**src/hw/rtl/tssl_pkg.sv**
```systemverilog
package tssl_pkg;

	localparam int CFG_IW = 3;
	localparam int CFG_DW = 16;

	// fixed decode constants
	localparam int SCAN_FIRST = 4;
	localparam int SCAN_END   = 64;
	localparam int RUN_LEN    = 5;
	localparam int BIT_MARGIN = 2;
	localparam int SLOT_FIELD = 32;

	typedef enum logic [1:0] {
		OP_TICK    = 2'd0,
		OP_START   = 2'd1,
		OP_FINISH  = 2'd2,
		OP_PROCESS = 2'd3
	} opcode_t;

	typedef enum logic [2:0] {
		PH_WAIT  = 3'd0,
		PH_PULSE = 3'd1,
		PH_SYNC  = 3'd2,
		PH_READ  = 3'd3,
		PH_END   = 3'd4,
		PH_NOACT = 3'd5
	} phase_t;

	typedef enum logic [2:0] {
		CFG_PULSE    = 3'd0,
		CFG_PRESYNC  = 3'd1,
		CFG_SYNC     = 3'd2,
		CFG_OFFSET   = 3'd3,
		CFG_USEDLAST = 3'd4,
		CFG_UPPER    = 3'd5
	} cfg_reg_t;

	typedef enum logic [2:0] {
		ST_IDLE,
		ST_SCAN,
		ST_CHECK,
		ST_SLOT,
		ST_BITS,
		ST_WRITE,
		ST_STATUS
	} ctrl_state_t;

	typedef struct packed {
		logic [1:0] opcode;
		logic       line_level;
	} in_item_t;

	typedef struct packed {
		logic       report_kind;
		logic [4:0] slot;
		logic [2:0] slot_flags;
		logic       flags_changed;
		logic [5:0] before_count;
		logic [5:0] online_count;
		logic [5:0] gap_count;
		logic [5:0] after_count;
		logic [2:0] phase;
		logic       start_waiting;
		logic       init_drive;
		logic       last;
	} out_item_t;

	typedef struct packed {
		logic step;
		logic scan_init;
		logic scan_run;
		logic dec_begin;
		logic no_active;
		logic bits_init;
		logic bits_run;
		logic slot_write;
		logic status_load;
	} dp_cmd_t;

	typedef struct packed {
		logic decode_req;
		logic out_free;
		logic scan_done;
		logic found;
		logic slot_used;
		logic bits_done;
		logic slot_emit;
		logic slot_final;
		logic emitted_any;
	} dp_status_t;

endpackage

```
**src/hw/rtl/tssl_ctrl.sv**
```systemverilog
module tssl_ctrl import tssl_pkg::*; (
	input  logic       clk,
	input  logic       arst_n,
	input  logic       in_valid,
	output logic       in_ready,
	input  dp_status_t sts,
	output dp_cmd_t    cmd
);

	ctrl_state_t state_q, state_d;
	logic accept;

	assign in_ready = (state_q == ST_IDLE) && sts.out_free;
	assign accept   = in_valid && in_ready;

	always_ff @(posedge clk or negedge arst_n) begin
		if (!arst_n) begin
			state_q <= ST_IDLE;
		end else begin
			state_q <= state_d;
		end
	end

	always_comb begin
		state_d = state_q;
		unique case (state_q)
			ST_IDLE: begin
				if (accept && sts.decode_req) state_d = ST_SCAN;
			end
			ST_SCAN: begin
				if (sts.scan_done) state_d = ST_CHECK;
			end
			ST_CHECK: begin
				state_d = sts.found ? ST_SLOT : ST_STATUS;
			end
			ST_SLOT: begin
				state_d = sts.slot_used ? ST_BITS : ST_WRITE;
			end
			ST_BITS: begin
				if (sts.bits_done) state_d = ST_WRITE;
			end
			ST_WRITE: begin
				if (!sts.slot_emit || sts.out_free) begin
					if (!sts.slot_final) state_d = ST_SLOT;
					else if (sts.emitted_any || sts.slot_emit) state_d = ST_IDLE;
					else state_d = ST_STATUS;
				end
			end
			ST_STATUS: begin
				if (sts.out_free) state_d = ST_IDLE;
			end
			default: state_d = ST_IDLE;
		endcase
	end

	always_comb begin
		cmd = '0;
		unique case (state_q)
			ST_IDLE: begin
				cmd.step      = accept && !sts.decode_req;
				cmd.scan_init = accept && sts.decode_req;
			end
			ST_SCAN:  cmd.scan_run = 1'b1;
			ST_CHECK: begin
				cmd.dec_begin = sts.found;
				cmd.no_active = !sts.found;
			end
			ST_SLOT:  cmd.bits_init = sts.slot_used;
			ST_BITS:  cmd.bits_run = 1'b1;
			ST_WRITE: cmd.slot_write = !sts.slot_emit || sts.out_free;
			ST_STATUS: cmd.status_load = sts.out_free;
			default: cmd = '0;
		endcase
	end

endmodule

```
**src/hw/rtl/tssl_dp.sv**
```systemverilog
module tssl_dp import tssl_pkg::*; #(
	parameter int NUM_SLOTS     = 32,
	parameter int CAPTURE_TICKS = 1024,
	parameter int SLOT_TICKS    = 24,
	parameter int PAUSE_TICKS   = 4,
	parameter int BIT_TICKS     = 8,
	parameter int AREA_TICKS    = 24
) (
	input  logic              clk,
	input  logic              arst_n,
	input  in_item_t          in_data,
	output out_item_t         out_data,
	output logic              out_valid,
	input  logic              out_ready,
	input  logic              cfg_valid,
	input  logic [CFG_IW-1:0] cfg_index,
	input  logic [CFG_DW-1:0] cfg_data,
	input  dp_cmd_t           cmd,
	output dp_status_t        sts
);

	localparam int AW   = $clog2(CAPTURE_TICKS);
	localparam int PW   = $clog2(CAPTURE_TICKS + 1);
	localparam int SLW  = (NUM_SLOTS > 1) ? $clog2(NUM_SLOTS) : 1;
	localparam int BW   = $clog2(SLOT_TICKS * NUM_SLOTS + 128 + 2 * AREA_TICKS) + 1;
	localparam int WIN  = 2 * PAUSE_TICKS + 2 * BIT_TICKS;
	localparam int EMIT_N = (NUM_SLOTS < SLOT_FIELD) ? NUM_SLOTS : SLOT_FIELD;
	localparam int SCAN_N = SCAN_END - SCAN_FIRST;

	// configuration
	logic [15:0] pulse_ticks_q, sync_ticks_q;
	logic        presync_q;
	logic [5:0]  offset_q, upper_q;
	logic [4:0]  used_last_q;

	always_ff @(posedge clk or negedge arst_n) begin
		if (!arst_n) begin
			pulse_ticks_q <= 16'd100;
			presync_q     <= 1'b0;
			sync_ticks_q  <= 16'd10;
			offset_q      <= 6'd4;
			used_last_q   <= 5'd31;
			upper_q       <= 6'd32;
		end else if (cfg_valid) begin
			unique case (cfg_index)
				CFG_PULSE:    pulse_ticks_q <= cfg_data;
				CFG_PRESYNC:  presync_q     <= cfg_data[0];
				CFG_SYNC:     sync_ticks_q  <= cfg_data;
				CFG_OFFSET:   offset_q      <= cfg_data[5:0];
				CFG_USEDLAST: used_last_q   <= cfg_data[4:0];
				CFG_UPPER:    upper_q       <= cfg_data[5:0];
				default: ;
			endcase
		end
	end

	// poll state
	phase_t       phase_q, phase_d;
	logic [15:0]  cd_q, cd_d;
	logic [PW-1:0] pos_q, pos_d;
	logic         pending_q, pending_d, drive_q, drive_d;
	logic         busy, want, mem_we;

	assign busy = (phase_q == PH_PULSE) || (phase_q == PH_SYNC) ||
		(phase_q == PH_READ) || (phase_q == PH_END);
	assign want = pending_q || (in_data.opcode == OP_START && !busy);

	always_comb begin
		phase_d   = phase_q;
		cd_d      = cd_q;
		pos_d     = pos_q;
		pending_d = pending_q;
		drive_d   = drive_q;
		mem_we    = 1'b0;
		unique case (in_data.opcode)
			OP_TICK: begin
				priority if (phase_q == PH_PULSE) begin
					if (cd_q <= 16'd1) begin
						drive_d = 1'b0;
						if (presync_q) begin
							cd_d    = sync_ticks_q;
							phase_d = PH_SYNC;
						end else begin
							pos_d   = '0;
							phase_d = PH_READ;
						end
					end else begin
						cd_d = cd_q - 16'd1;
					end
				end else if (phase_q == PH_SYNC) begin
					if (cd_q <= 16'd1) begin
						pos_d   = '0;
						phase_d = PH_READ;
					end else begin
						cd_d = cd_q - 16'd1;
					end
				end else if (phase_q == PH_READ) begin
					mem_we = 1'b1;
					pos_d  = pos_q + PW'(1);
					if (pos_d >= PW'(CAPTURE_TICKS)) phase_d = PH_END;
				end else begin
				end
			end
			OP_FINISH: begin
				pending_d = 1'b0;
				drive_d   = 1'b0;
				phase_d   = PH_WAIT;
			end
			default: begin
				if (want && !busy) begin
					pending_d = 1'b0;
					drive_d   = 1'b1;
					cd_d      = pulse_ticks_q;
					phase_d   = PH_PULSE;
				end else begin
					pending_d = want;
				end
			end
		endcase
	end

	assign sts.decode_req = (in_data.opcode == OP_START || in_data.opcode == OP_PROCESS) &&
		!(want && !busy) && phase_q == PH_END;

	// capture memory
	logic          mem [CAPTURE_TICKS];
	logic [AW-1:0] rd_addr;
	logic          rd_s1;

	always_ff @(posedge clk) begin
		if (cmd.step && mem_we) mem[pos_q[AW-1:0]] <= ~in_data.line_level;
		rd_s1 <= mem[rd_addr];
	end

	// scan for the start run
	logic [6:0] k_q;
	logic [5:0] pos_s1, run_start_q, rs_eff;
	logic [2:0] run_q;
	logic       scan_v_s1, found_q;
	logic [6:0] start_idx_q;

	assign sts.scan_done = (k_q == 7'(SCAN_N));
	assign sts.found     = found_q;
	assign rs_eff        = (run_q == 3'd0) ? pos_s1 : run_start_q;

	// slot walk
	logic [SLW-1:0] slot_q;
	logic [BW-1:0]  base_q, slot_addr;
	logic [6:0]     bit_q, bit_s1;
	logic           bits_v_s1, inr_s1, inrange, smp, after_run_q, any_q;
	logic [5:0]     c0_q, c1_q, c2_q, c3_q;
	logic [6:0]     len;
	logic [2:0]     flags_c, flags_w;
	logic [7:0]     slot8, nxt8, upmax;
	logic           used, emit, later;
	logic [2:0]     fstore [NUM_SLOTS];

	assign slot_addr = base_q + BW'(bit_q);
	assign inrange   = (bit_q < 7'(AREA_TICKS)) && (slot_addr < BW'(CAPTURE_TICKS));
	assign smp       = rd_s1 && inr_s1;

	always_comb begin
		if (cmd.scan_run) rd_addr = AW'(k_q) + AW'(SCAN_FIRST);
		else rd_addr = slot_addr[AW-1:0];
	end

	assign slot8 = 8'(slot_q);
	assign nxt8  = slot8 + 8'd1;
	assign used  = (slot8 <= 8'(used_last_q)) || (slot8 >= 8'(upper_q));
	assign emit  = used && (slot8 < 8'(SLOT_FIELD));
	assign upmax = (nxt8 > 8'(upper_q)) ? nxt8 : 8'(upper_q);
	assign later = ((nxt8 <= 8'(used_last_q)) && (nxt8 < 8'(EMIT_N))) ||
		(upmax < 8'(EMIT_N));

	always_comb begin
		flags_c = 3'd0;
		len = 7'(c1_q) + 7'(c2_q);
		if (c0_q == 6'd0) begin
			len = len + 7'(c3_q);
			if (c3_q >= 6'(PAUSE_TICKS)) flags_c[0] = 1'b1;
		end else if (c3_q == 6'd0) begin
			len = len + 7'(c0_q);
			if (c0_q >= 6'(PAUSE_TICKS)) flags_c[0] = 1'b1;
		end
		if (len >= 7'(BIT_TICKS - BIT_MARGIN)) flags_c[1] = 1'b1;
		if (len >= 7'((BIT_TICKS - BIT_MARGIN) * 2)) flags_c[2] = 1'b1;
	end

	assign flags_w = used ? flags_c : 3'd0;

	assign sts.slot_used   = used;
	assign sts.slot_emit   = emit;
	assign sts.slot_final  = (slot8 == 8'(NUM_SLOTS - 1));
	assign sts.bits_done   = (bit_q == 7'(WIN));
	assign sts.emitted_any = any_q;

	// output register
	logic      out_v_q;
	logic      out_ld;
	out_item_t out_nx;

	assign out_valid    = out_v_q;
	assign sts.out_free = !out_v_q || out_ready;
	assign out_ld       = cmd.step || cmd.status_load || (cmd.slot_write && emit);

	always_comb begin
		out_nx = '0;
		if (cmd.step) begin
			out_nx.phase         = phase_d;
			out_nx.start_waiting = pending_d;
			out_nx.init_drive    = drive_d;
			out_nx.last          = 1'b1;
		end else if (cmd.status_load) begin
			out_nx.phase         = phase_q;
			out_nx.start_waiting = pending_q;
			out_nx.init_drive    = drive_q;
			out_nx.last          = 1'b1;
		end else begin
			out_nx.report_kind   = 1'b1;
			out_nx.slot          = 5'(slot_q);
			out_nx.slot_flags    = flags_c;
			out_nx.flags_changed = (flags_c != fstore[slot_q]);
			out_nx.before_count  = c0_q;
			out_nx.online_count  = c1_q;
			out_nx.gap_count     = c2_q;
			out_nx.after_count   = c3_q;
			out_nx.phase         = phase_q;
			out_nx.start_waiting = pending_q;
			out_nx.init_drive    = drive_q;
			out_nx.last          = !later;
		end
	end

	always_ff @(posedge clk or negedge arst_n) begin
		if (!arst_n) begin
			phase_q     <= PH_WAIT;
			cd_q        <= '0;
			pos_q       <= '0;
			pending_q   <= 1'b0;
			drive_q     <= 1'b0;
			out_v_q     <= 1'b0;
			k_q         <= '0;
			scan_v_s1   <= 1'b0;
			found_q     <= 1'b0;
			run_q       <= '0;
			bits_v_s1   <= 1'b0;
			bit_q       <= '0;
			slot_q      <= '0;
			any_q       <= 1'b0;
			after_run_q <= 1'b0;
			for (int i = 0; i < NUM_SLOTS; i++) fstore[i] <= 3'd0;
		end else begin
			out_v_q <= out_ld || (out_v_q && !out_ready);

			if (cmd.step) begin
				phase_q   <= phase_d;
				cd_q      <= cd_d;
				pos_q     <= pos_d;
				pending_q <= pending_d;
				drive_q   <= drive_d;
			end

			if (cmd.scan_init) begin
				k_q       <= '0;
				scan_v_s1 <= 1'b0;
				found_q   <= 1'b0;
				run_q     <= '0;
			end
			if (cmd.scan_run) begin
				scan_v_s1 <= (k_q < 7'(SCAN_N));
				if (k_q < 7'(SCAN_N)) k_q <= k_q + 7'd1;
				if (scan_v_s1 && !found_q) begin
					if (rd_s1) begin
						run_q <= run_q + 3'd1;
						if (run_q == 3'(RUN_LEN - 1)) found_q <= 1'b1;
					end else begin
						run_q <= '0;
					end
				end
			end

			if (cmd.dec_begin) begin
				phase_q <= PH_WAIT;
				slot_q  <= '0;
				any_q   <= 1'b0;
			end
			if (cmd.no_active) begin
				phase_q <= PH_NOACT;
				for (int i = 0; i < NUM_SLOTS; i++) fstore[i] <= 3'd0;
			end

			if (cmd.bits_init) begin
				bit_q       <= '0;
				bits_v_s1   <= 1'b0;
				after_run_q <= 1'b1;
			end
			if (cmd.bits_run) begin
				bits_v_s1 <= (bit_q < 7'(WIN));
				if (bit_q < 7'(WIN)) bit_q <= bit_q + 7'd1;
				if (bits_v_s1 && bit_s1 >= 7'(PAUSE_TICKS + 2 * BIT_TICKS)) begin
					if (!smp) after_run_q <= 1'b0;
				end
			end

			if (cmd.slot_write) begin
				fstore[slot_q] <= flags_w;
				if (emit) any_q <= 1'b1;
				slot_q <= slot_q + SLW'(1);
			end
		end
	end

	// payload registers
	always_ff @(posedge clk) begin
		if (cmd.scan_run) begin
			pos_s1 <= 6'(k_q) + 6'(SCAN_FIRST);
			if (scan_v_s1 && !found_q && rd_s1) begin
				run_start_q <= rs_eff;
				if (run_q == 3'(RUN_LEN - 1)) start_idx_q <= 7'(rs_eff) + 7'(offset_q);
			end
		end
		if (cmd.dec_begin) base_q <= BW'(start_idx_q);
		if (cmd.slot_write) base_q <= base_q + BW'(SLOT_TICKS);
		if (cmd.bits_init) begin
			c0_q <= '0;
			c1_q <= '0;
			c2_q <= '0;
			c3_q <= '0;
		end
		if (cmd.bits_run) begin
			bit_s1 <= bit_q;
			inr_s1 <= inrange;
			if (bits_v_s1) begin
				if (bit_s1 < 7'(PAUSE_TICKS)) begin
					c0_q <= smp ? c0_q + 6'd1 : 6'd0;
				end else if (bit_s1 < 7'(PAUSE_TICKS + BIT_TICKS)) begin
					c1_q <= c1_q + 6'(smp);
				end else if (bit_s1 < 7'(PAUSE_TICKS + 2 * BIT_TICKS)) begin
					c2_q <= c2_q + 6'(smp);
				end else if (after_run_q && smp) begin
					c3_q <= c3_q + 6'd1;
				end
			end
		end

		if (out_ld) out_data <= out_nx;
	end

endmodule

```
**src/hw/rtl/time_slot_sensor_line_poller.sv**
```systemverilog
// channel  direction  handshake              payload
// in       input      in_valid / in_ready    in_data   (in_item_t)
// out      output     out_valid / out_ready  out_data  (out_item_t)
// cfg      input      cfg_valid / cfg_ready  cfg_index, cfg_data
//
// tick and finish words, and start and process words outside the end phase, each
// leave one status word in the output register; a word is taken in the
// same cycle the previous result is drained.
// a start or process word at the end phase walks the capture memory at one sample a
// cycle: first the search for the start run, then a sample window per used slot
// and none per unused slot, plus output stalls.
// reset is asynchronous; the capture memory is not cleared.
module time_slot_sensor_line_poller import tssl_pkg::*; #(
	parameter int NUM_SLOTS     = 32,
	parameter int CAPTURE_TICKS = 1024,
	parameter int SLOT_TICKS    = 24,
	parameter int PAUSE_TICKS   = 4,
	parameter int BIT_TICKS     = 8,
	parameter int AREA_TICKS    = 24
) (
	input  logic              clk,
	input  logic              arst_n,
	input  logic              in_valid,
	output logic              in_ready,
	input  in_item_t          in_data,
	output logic              out_valid,
	input  logic              out_ready,
	output out_item_t         out_data,
	input  logic              cfg_valid,
	output logic              cfg_ready,
	input  logic [CFG_IW-1:0] cfg_index,
	input  logic [CFG_DW-1:0] cfg_data
);

	dp_cmd_t    cmd;
	dp_status_t sts;

	assign cfg_ready = 1'b1;

	tssl_ctrl u_ctrl (
		.clk      (clk),
		.arst_n   (arst_n),
		.in_valid (in_valid),
		.in_ready (in_ready),
		.sts      (sts),
		.cmd      (cmd)
	);

	tssl_dp #(
		.NUM_SLOTS     (NUM_SLOTS),
		.CAPTURE_TICKS (CAPTURE_TICKS),
		.SLOT_TICKS    (SLOT_TICKS),
		.PAUSE_TICKS   (PAUSE_TICKS),
		.BIT_TICKS     (BIT_TICKS),
		.AREA_TICKS    (AREA_TICKS)
	) u_dp (
		.clk       (clk),
		.arst_n    (arst_n),
		.in_data   (in_data),
		.out_data  (out_data),
		.out_valid (out_valid),
		.out_ready (out_ready),
		.cfg_valid (cfg_valid),
		.cfg_index (cfg_index),
		.cfg_data  (cfg_data),
		.cmd       (cmd),
		.sts       (sts)
	);

endmodule
```
**config.mk**
```make
export PLATFORM = sky130hd
export DESIGN_NAME = time_slot_sensor_line_poller
export DESIGN_NICKNAME = d
export VERILOG_FILES = /design/src/hw/rtl/tssl_pkg.sv /design/src/hw/rtl/tssl_ctrl.sv /design/src/hw/rtl/tssl_dp.sv /design/src/hw/rtl/time_slot_sensor_line_poller.sv
export SDC_FILE = /design/constraint.sdc
export NUM_CORES = 2
export LEC_CHECK = 0
export BUFFER_PORTS_ARGS = -buffer_cell sky130_fd_sc_hd__buf_2
export CAP_MARGIN = 0
export CORE_UTILIZATION = 50
export DETAILED_ROUTE_END_ITERATION = 6
export PLACE_DENSITY = 0.63
export SYNTH_ARGS = -nofsm -noshare
export SYNTH_HDL_FRONTEND = slang
export SYNTH_SLANG_ARGS = --single-unit
```
**constraint.sdc**
```tcl
create_clock -name clk -period 9.45 [get_ports clk]
set_input_delay 0.945 -clock clk [delete_from_list [all_inputs] [get_ports clk]]
set_output_delay 0.945 -clock clk [all_outputs]
set_load 0.03 [all_outputs]
```
Word level (Yosys, flattened, before mapping). Memory sizes are Yosys's and may differ from the RTL's. A register that Yosys moved wholly into a read port is not among the register bits. Index checks and enable logic that the tools add are counted. Widths: inputs -> output; s select.

Flip-flop bits (word level): 311. RAM bits: 1024. Input port bits: 27. Output and inout bits: 43. Word-level logic and storage cells: 350. Memories kept: 1.

Memory list: u_dp.mem (depth 1024, width 1, read ports 1, clocked after memory_dff 1, write ports 1, RTL line tssl_dp.sv:126) `logic mem [CAPTURE_TICKS];`.

Add/subtract/negate cells: 19. Magnitude comparators: 22. Equal/unequal tests: 34. Mux-type cells: 130. Bitwise gates (word level): 3. Reductions and logical operators: 65.

Operator list (number): $mux 96 (2); $mux 6 (25); $bwmux 96 (1); $mux 16 (6); $mux 11 (8); $mux 3 (26); $mux 7 (8); $mux 1 (40); $mux 34 (1); $pmux 16 s2 (1); $eq 3x3->1 const B (7); $pmux 3 s7 (1); $logic_and 1x1->1 (20); $eq 3x2->1 const B (6); $le 16x1->1 const B (1); $lt 8x6->1 const B (2); $sub 16x1->16 const B (1); $bmux 3 s5 (1); $demux 3 s5 (1); $add 6x6->7 (2); $add 7x1->7 const B (2); $add 7x6->7 (2); $lt 7x5->1 const B (2); $reduce_and 2->1 (7); 56 further kinds (100).

Logic depth before layout (Yosys ltp).
Depth in word-level cells: 19. Gate-level depth with buffers: 19. Gate-level depth less buffers: 16.

Modules after synthesis. From an unflattened synthesis, not the netlist that was laid out.

Cell total of the unflattened synthesis: 4790. Area, all modules: 61173.7 um^2.

By module, submodules not included: tssl_dp (instances 1, cells an instance 4740, area each 60780.8 um^2, sequential area each 38702.1 um^2); tssl_ctrl (instances 1, cells an instance 48, area each 381.6 um^2, sequential area each 75.1 um^2); time_slot_sensor_line_poller (instances 1, cells an instance 2, area each 11.3 um^2, sequential area each 0.0 um^2).

Worst setup path before layout. No wires, ideal clock.

Path kind: input -> register. Start point: input in_data[0] in the netlist's numbering. End point: memory u_dp.mem[0] (data pin). Library setup time: 2.479 ns. Arrival time: 11.866 ns. Data required time: 6.971 ns. Setup slack: -4.895 ns. Cell stages on the path: 1. Path buffers: 0. Path through: inv_1.

Cells in the longest elaborated chain, start to end: 1.

RTL lines: start: declaration (RTL line time_slot_sensor_line_poller.sv:25) `input in_item_t in_data,`; $not 1->1 (RTL line tssl_dp.sv:131) `if (cmd.step && mem_we) mem[pos_q[AW-1:0]] <= ~in_data.line_level;`; end: declaration (RTL line tssl_dp.sv:126).

No other way between the ends.

Final worst setup path.
Start point: register u_ctrl.state_q[2]. End point: register u_dp.rd_s1 (read register of u_dp.mem).

Cells in the longest elaborated chain, start to end: 3.

RTL lines: start: declaration (RTL line tssl_ctrl.sv:10) `ctrl_state_t state_q, state_d;`; start signal: assignment (RTL line tssl_ctrl.sv:20) `state_q <= state_d;`; $eq 3x1->1 (RTL line tssl_ctrl.sv:58) `unique case (state_q)`; $mux 1 (RTL line tssl_ctrl.sv:58); $mux 10 (RTL line tssl_dp.sv:163) `if (cmd.scan_run) rd_addr = AW'(k_q) + AW'(SCAN_FIRST);`; end: declaration (RTL line tssl_dp.sv:128) `logic rd_s1;`.

No other way between the ends. A chain may end at the register's enable or synchronous reset.

==> summary.txt <==
Run status
  – Run status: completed

Place
  – Placement-stage cell area: 62900 um2
  – Detailed Place HPWL: 90.18 mm
  – Port buffer count: 68
  – Placer congestion estimate: 0.8119

Logic synthesis
  – Post-synthesis area per instance: 11.13 um2
  – Number of flip-flops and latches in the synthesized netlist: 1334
  – Number of flops mapped to enable cells by yosys: 1100
  – Share of the yosys chip area belonging to registers: 63.18%
  – Synth top area share: 53.81%
  – Synth Cell Area: 61380 um2
  – Synthesized instance count: 5514
  – Area contributors post-synth: edfxtp_1, dfrtp_1, nor2_1
  – Flip-flop cell with the highest count after synthesis: edfxtp_1
  – Distinct cell type count after synthesis: 85
  – Synth async-reset ratio: 15.67%
  – Net Count, Synth: 5626
  – Number of synthesis warnings: 0
  – Cell type contributing the most total cell area after synthesis: edfxtp_1

Cells and area
  – Fillers: 10470
  – Share of post-route cells with drive strength above 1: 10.63%
  – Utilization after layout: 55.40%
  – Final cell area excluding filler cells: 67440 um2
  – Area delta synth->final: 9.866%
  – Number of nets in the finished design: 5473

Floorplanning
  – Die H: 352.4 um
  – Width of the chip: 352.4 um
  – Die area: 124200 um2
  – I/O pin total: 70
  – Starting density of the core: 50.43%
  – Placement row count: 128
  – Std-Cell Core Area: 121700 um2

Route
  – Final routed DRC violation total: 0
  – Routed WL: 171.7 mm
  – Count of antenna-violating nets left after detailed routing: 0
  – Total via count in the routed design: 43170
  – Number of vias per cell: 6.086
  – Drt initial violations: 5452
  – Initial DRT Pass Iterations: 6
  – Mean routed wirelength per cell: 24.20 um

Clocking
  – Sink Count: 1334
  – Worst-Skew Late Latency: 790 ps
  – Inserted Clock Buffers: 142
  – Setup fix buffers added after clock tree synthesis: 0
  – CTS tree: built
  – Deepest clock path buffer count: 3
  – Clock slew at the register clock pins of the worst setup and hold paths: 60 ps
  – Root cell of the clock tree: clkbuf_16
  – Depth of the CTS H-tree: 4
  – Count of hold buffers inserted by post-cts repair: 0
  – Number of cells upsized or downsized after cts: 0

Global route
  – Largest net degree at the start of global routing: 269
  – Wire length of the first global-routing pass: 255.8 mm
  – Vias in the first global route: 40530
  – Total gr overflow: 0
  – Number of antenna violations at the first check in global routing: 2
  – Global-route usage over all layers: 27.27%

Timing
  – Final hold slack: 166.5 ps
  – Maximum clock rate: 184.4 MHz
  – Worst slew margin relative to its limit: 13.84%
  – Setup violation total in the final timing report: 0
  – Clock period minus final worst setup slack: 5422 ps
  – Count of pins over their slew limit: 0
  – Number of failing hold endpoints at the final stage: 0
  – RSZ-0062 raised after global routing: false
  – Slew at the pin closest to its max-slew limit: 1289 ps
  – Final clock period utilization by the worst path: 57.37%
  – Clock Skew: 39.05 ps

Job
  – Total of max-cap violations: 0

Critical path
  – Depth of the worst register-to-register path: 13
  – Kind of end point of the critical path: flop
  – Required time worst endpoint: 10110 ps
  – Worst setup SP type: flop
  – Worst flop-to-flop path startpoint: u_ctrl.state_q[2]
  – Crit Path Class: flop to flop
  – Slowest-stage cell, CP: mux2i_4
  – CP dominant cell by count: buf_4
  – Cell Chain, Critical Path: or3b_1, buf_4, clkinv_4, mux2i_4, buf_4, buf_4, mux4_2, a21oi_1, nand4_1, nand4_1, o21ai_0, o311ai_0, o211ai_1
  – Critical-path maximum fanout: 33
  – CP startpoint: u_ctrl.state_q[2]
  – Arrival @ worst endpoint: 6080 ps
  – Peak per-stage delay on the critical path: 820 ps

Min path
  – Hold crit path type: input pin to async pin

Power and ir drop
  – Clock power share: 27.1%
  – Sequential cell fraction of total power: 34.2%
  – Internal Pwr Total: 12.36 mW
  – Switching power share of the total: 39.21%
  – Total power divided by cell area: 301.4 nW/um2
  – Portion of total power attributed to combinational logic: 38.7%
  – IR Drop Worst-Case VDD: 0.0003529 V
  – Net switching power figure: 7.970 mW
  – Static leakage: 22.97 nW
## flip-flops by register name, indices dropped and copies added, names as in the netlist, 5 cells and up
| signal | cells |
|---|---|
| u_dp.c1_q | 6 |
| u_dp.sync_ticks_q | 16 |
| u_dp.out_data | 40 |
| u_dp.c3_q | 6 |
| u_dp.bit_q | 7 |
| u_dp.pos_q | 11 |
| u_dp.pos_s1 | 6 |
| u_dp.c2_q | 6 |
| u_dp.bit_s1 | 5 |
| u_dp.slot_q | 5 |
| u_dp.cd_q | 16 |
| u_dp.mem | 1024 |
| u_dp.base_q | 11 |
| u_dp.upper_q | 6 |
| u_dp.used_last_q | 5 |
| u_dp.pulse_ticks_q | 16 |
| u_dp.run_start_q | 6 |
| u_dp.offset_q | 6 |
| u_dp.k_q | 7 |
| u_dp.start_idx_q | 7 |
| u_dp.c0_q | 6 |
| u_dp.fstore | 96 |
## worst max-delay path: cells and delay by family (launching register included)
family / cells / cell delay (ps)
compound gates: 4 / 1100
buf+inv: 4 / 1480
flops: 1 / 550
mux: 2 / 1370
simple gates: 3 / 720
## layout by cell type, fill, tap and decap left out, types with 44 or more instances in the layout
cell       count
nor2_1      1133
edfxtp_1    1100
nand2_1      748
nand3_1      491
dfrtp_1      196
o21ai_0      172
a21oi_1      155
clkbuf_16    146
mux2i_1       97
mux4_2        93
buf_4         82
ha_1          80
a22oi_1       79
buf_2         67
inv_1         62
mux2_2        53
and2_1        44
## power groups by stage
stage                     sequential [mW]  combinational (mW)  clock (mW)
after global placement               7.06                7.73           0
final                                6.96                7.86        5.51
after CTS                            6.95                7.81        5.56
after floorplan                      7.21                5.19           0
after detailed placement             7.07                7.78           0
after global routing                 6.99                8.40        5.78
## cell usage after synthesis (7+ instances only)
cell,instances
a211oi_1,31
a21o_1,19
a21oi_1,155
a22oi_1,79
a311oi_1,8
a31oi_1,20
a32oi_1,17
and2_1,44
and3_1,22
buf_1,39
buf_2,75
buf_4,11
buf_6,8
clkbuf_1,319
dfrtp_1,197
dfstp_2,12
dfxtp_1,25
edfxtp_1,1100
ha_1,80
inv_1,63
mux2_2,54
mux2i_1,98
mux4_2,93
nand2_1,764
nand2b_1,11
nand3_1,507
nand4_1,43
nor2_1,1138
nor2b_1,30
nor3_1,24
nor3b_1,11
nor4_1,12
o211ai_1,11
o21a_1,8
o21ai_0,173
o22ai_1,23
o31ai_1,24
or2_2,8
or3_1,7
xnor2_1,37
xor2_1,17
## stage by stage
stage          worst slack [ps]  total power [mW]  setup TNS [ps]  std cells
2_1_floorplan            -55.85             12.39          -57190       5514
3_3_place_gp               4245             14.80               0       6842
3_5_place_dp               4058             14.85               0       6842
4_1_cts                    4090             20.33               0       7092
5_1_grt                    3720             21.17               0       7092
6_report                   4028             20.33               0       7093
## metal layers
metal	track usage (%)	part of all wire, %	vias up
li1	-	-	19230
met1	37.08	40	21690
met2	44.63	48	1872
met3	4.300	8.4	371
met4	9.530	3.3	2
met5	0	0.0076	-
## cell type report
type / instances / area, um2 / share of cell area [%]
antenna: 1 / 2.502 / 0.003711
clock buffer: 185 / 3850 / 5.709
clock inverter: 65 / 684.4 / 1.015
inverter: 65 / 252.7 / 0.3748
multi-input combinational: 3662 / 20750 / 30.77
sequential: 1334 / 38780 / 57.50
tap: 1625 / 2033 / 3.015
timing repair buffer: 156 / 1085 / 1.609
## cell families (layout without fill, tap and decap cells)
kind of cell,Yosys count,after routing,synth area share [%]
AO/OA/AOI/OAI,626,626,6.405
XOR/XNOR,54,54,0.7705
adder cells (fa/ha/maj),86,86,1.810
buffers and inverters,518,471,3.512
flip-flops,1334,1334,63.18
multiplexers,246,246,6.038
other,1,2,0.006109
AND/OR/NAND/NOR,2649,2649,18.28
## final timing paths
check	slack, ps	end
worst max-delay path	4030	u_dp.rd_s1
worst min-delay path	170	u_dp.out_valid
worst max register to register	4030	u_dp.rd_s1
worst min register to register	490	u_dp.any_q
max in group asynchronous	7810	u_dp.slot_q[0]
min in group clk	400	u_dp.pulse_ticks_q[13]
Power figures use the tool's default switching activity.
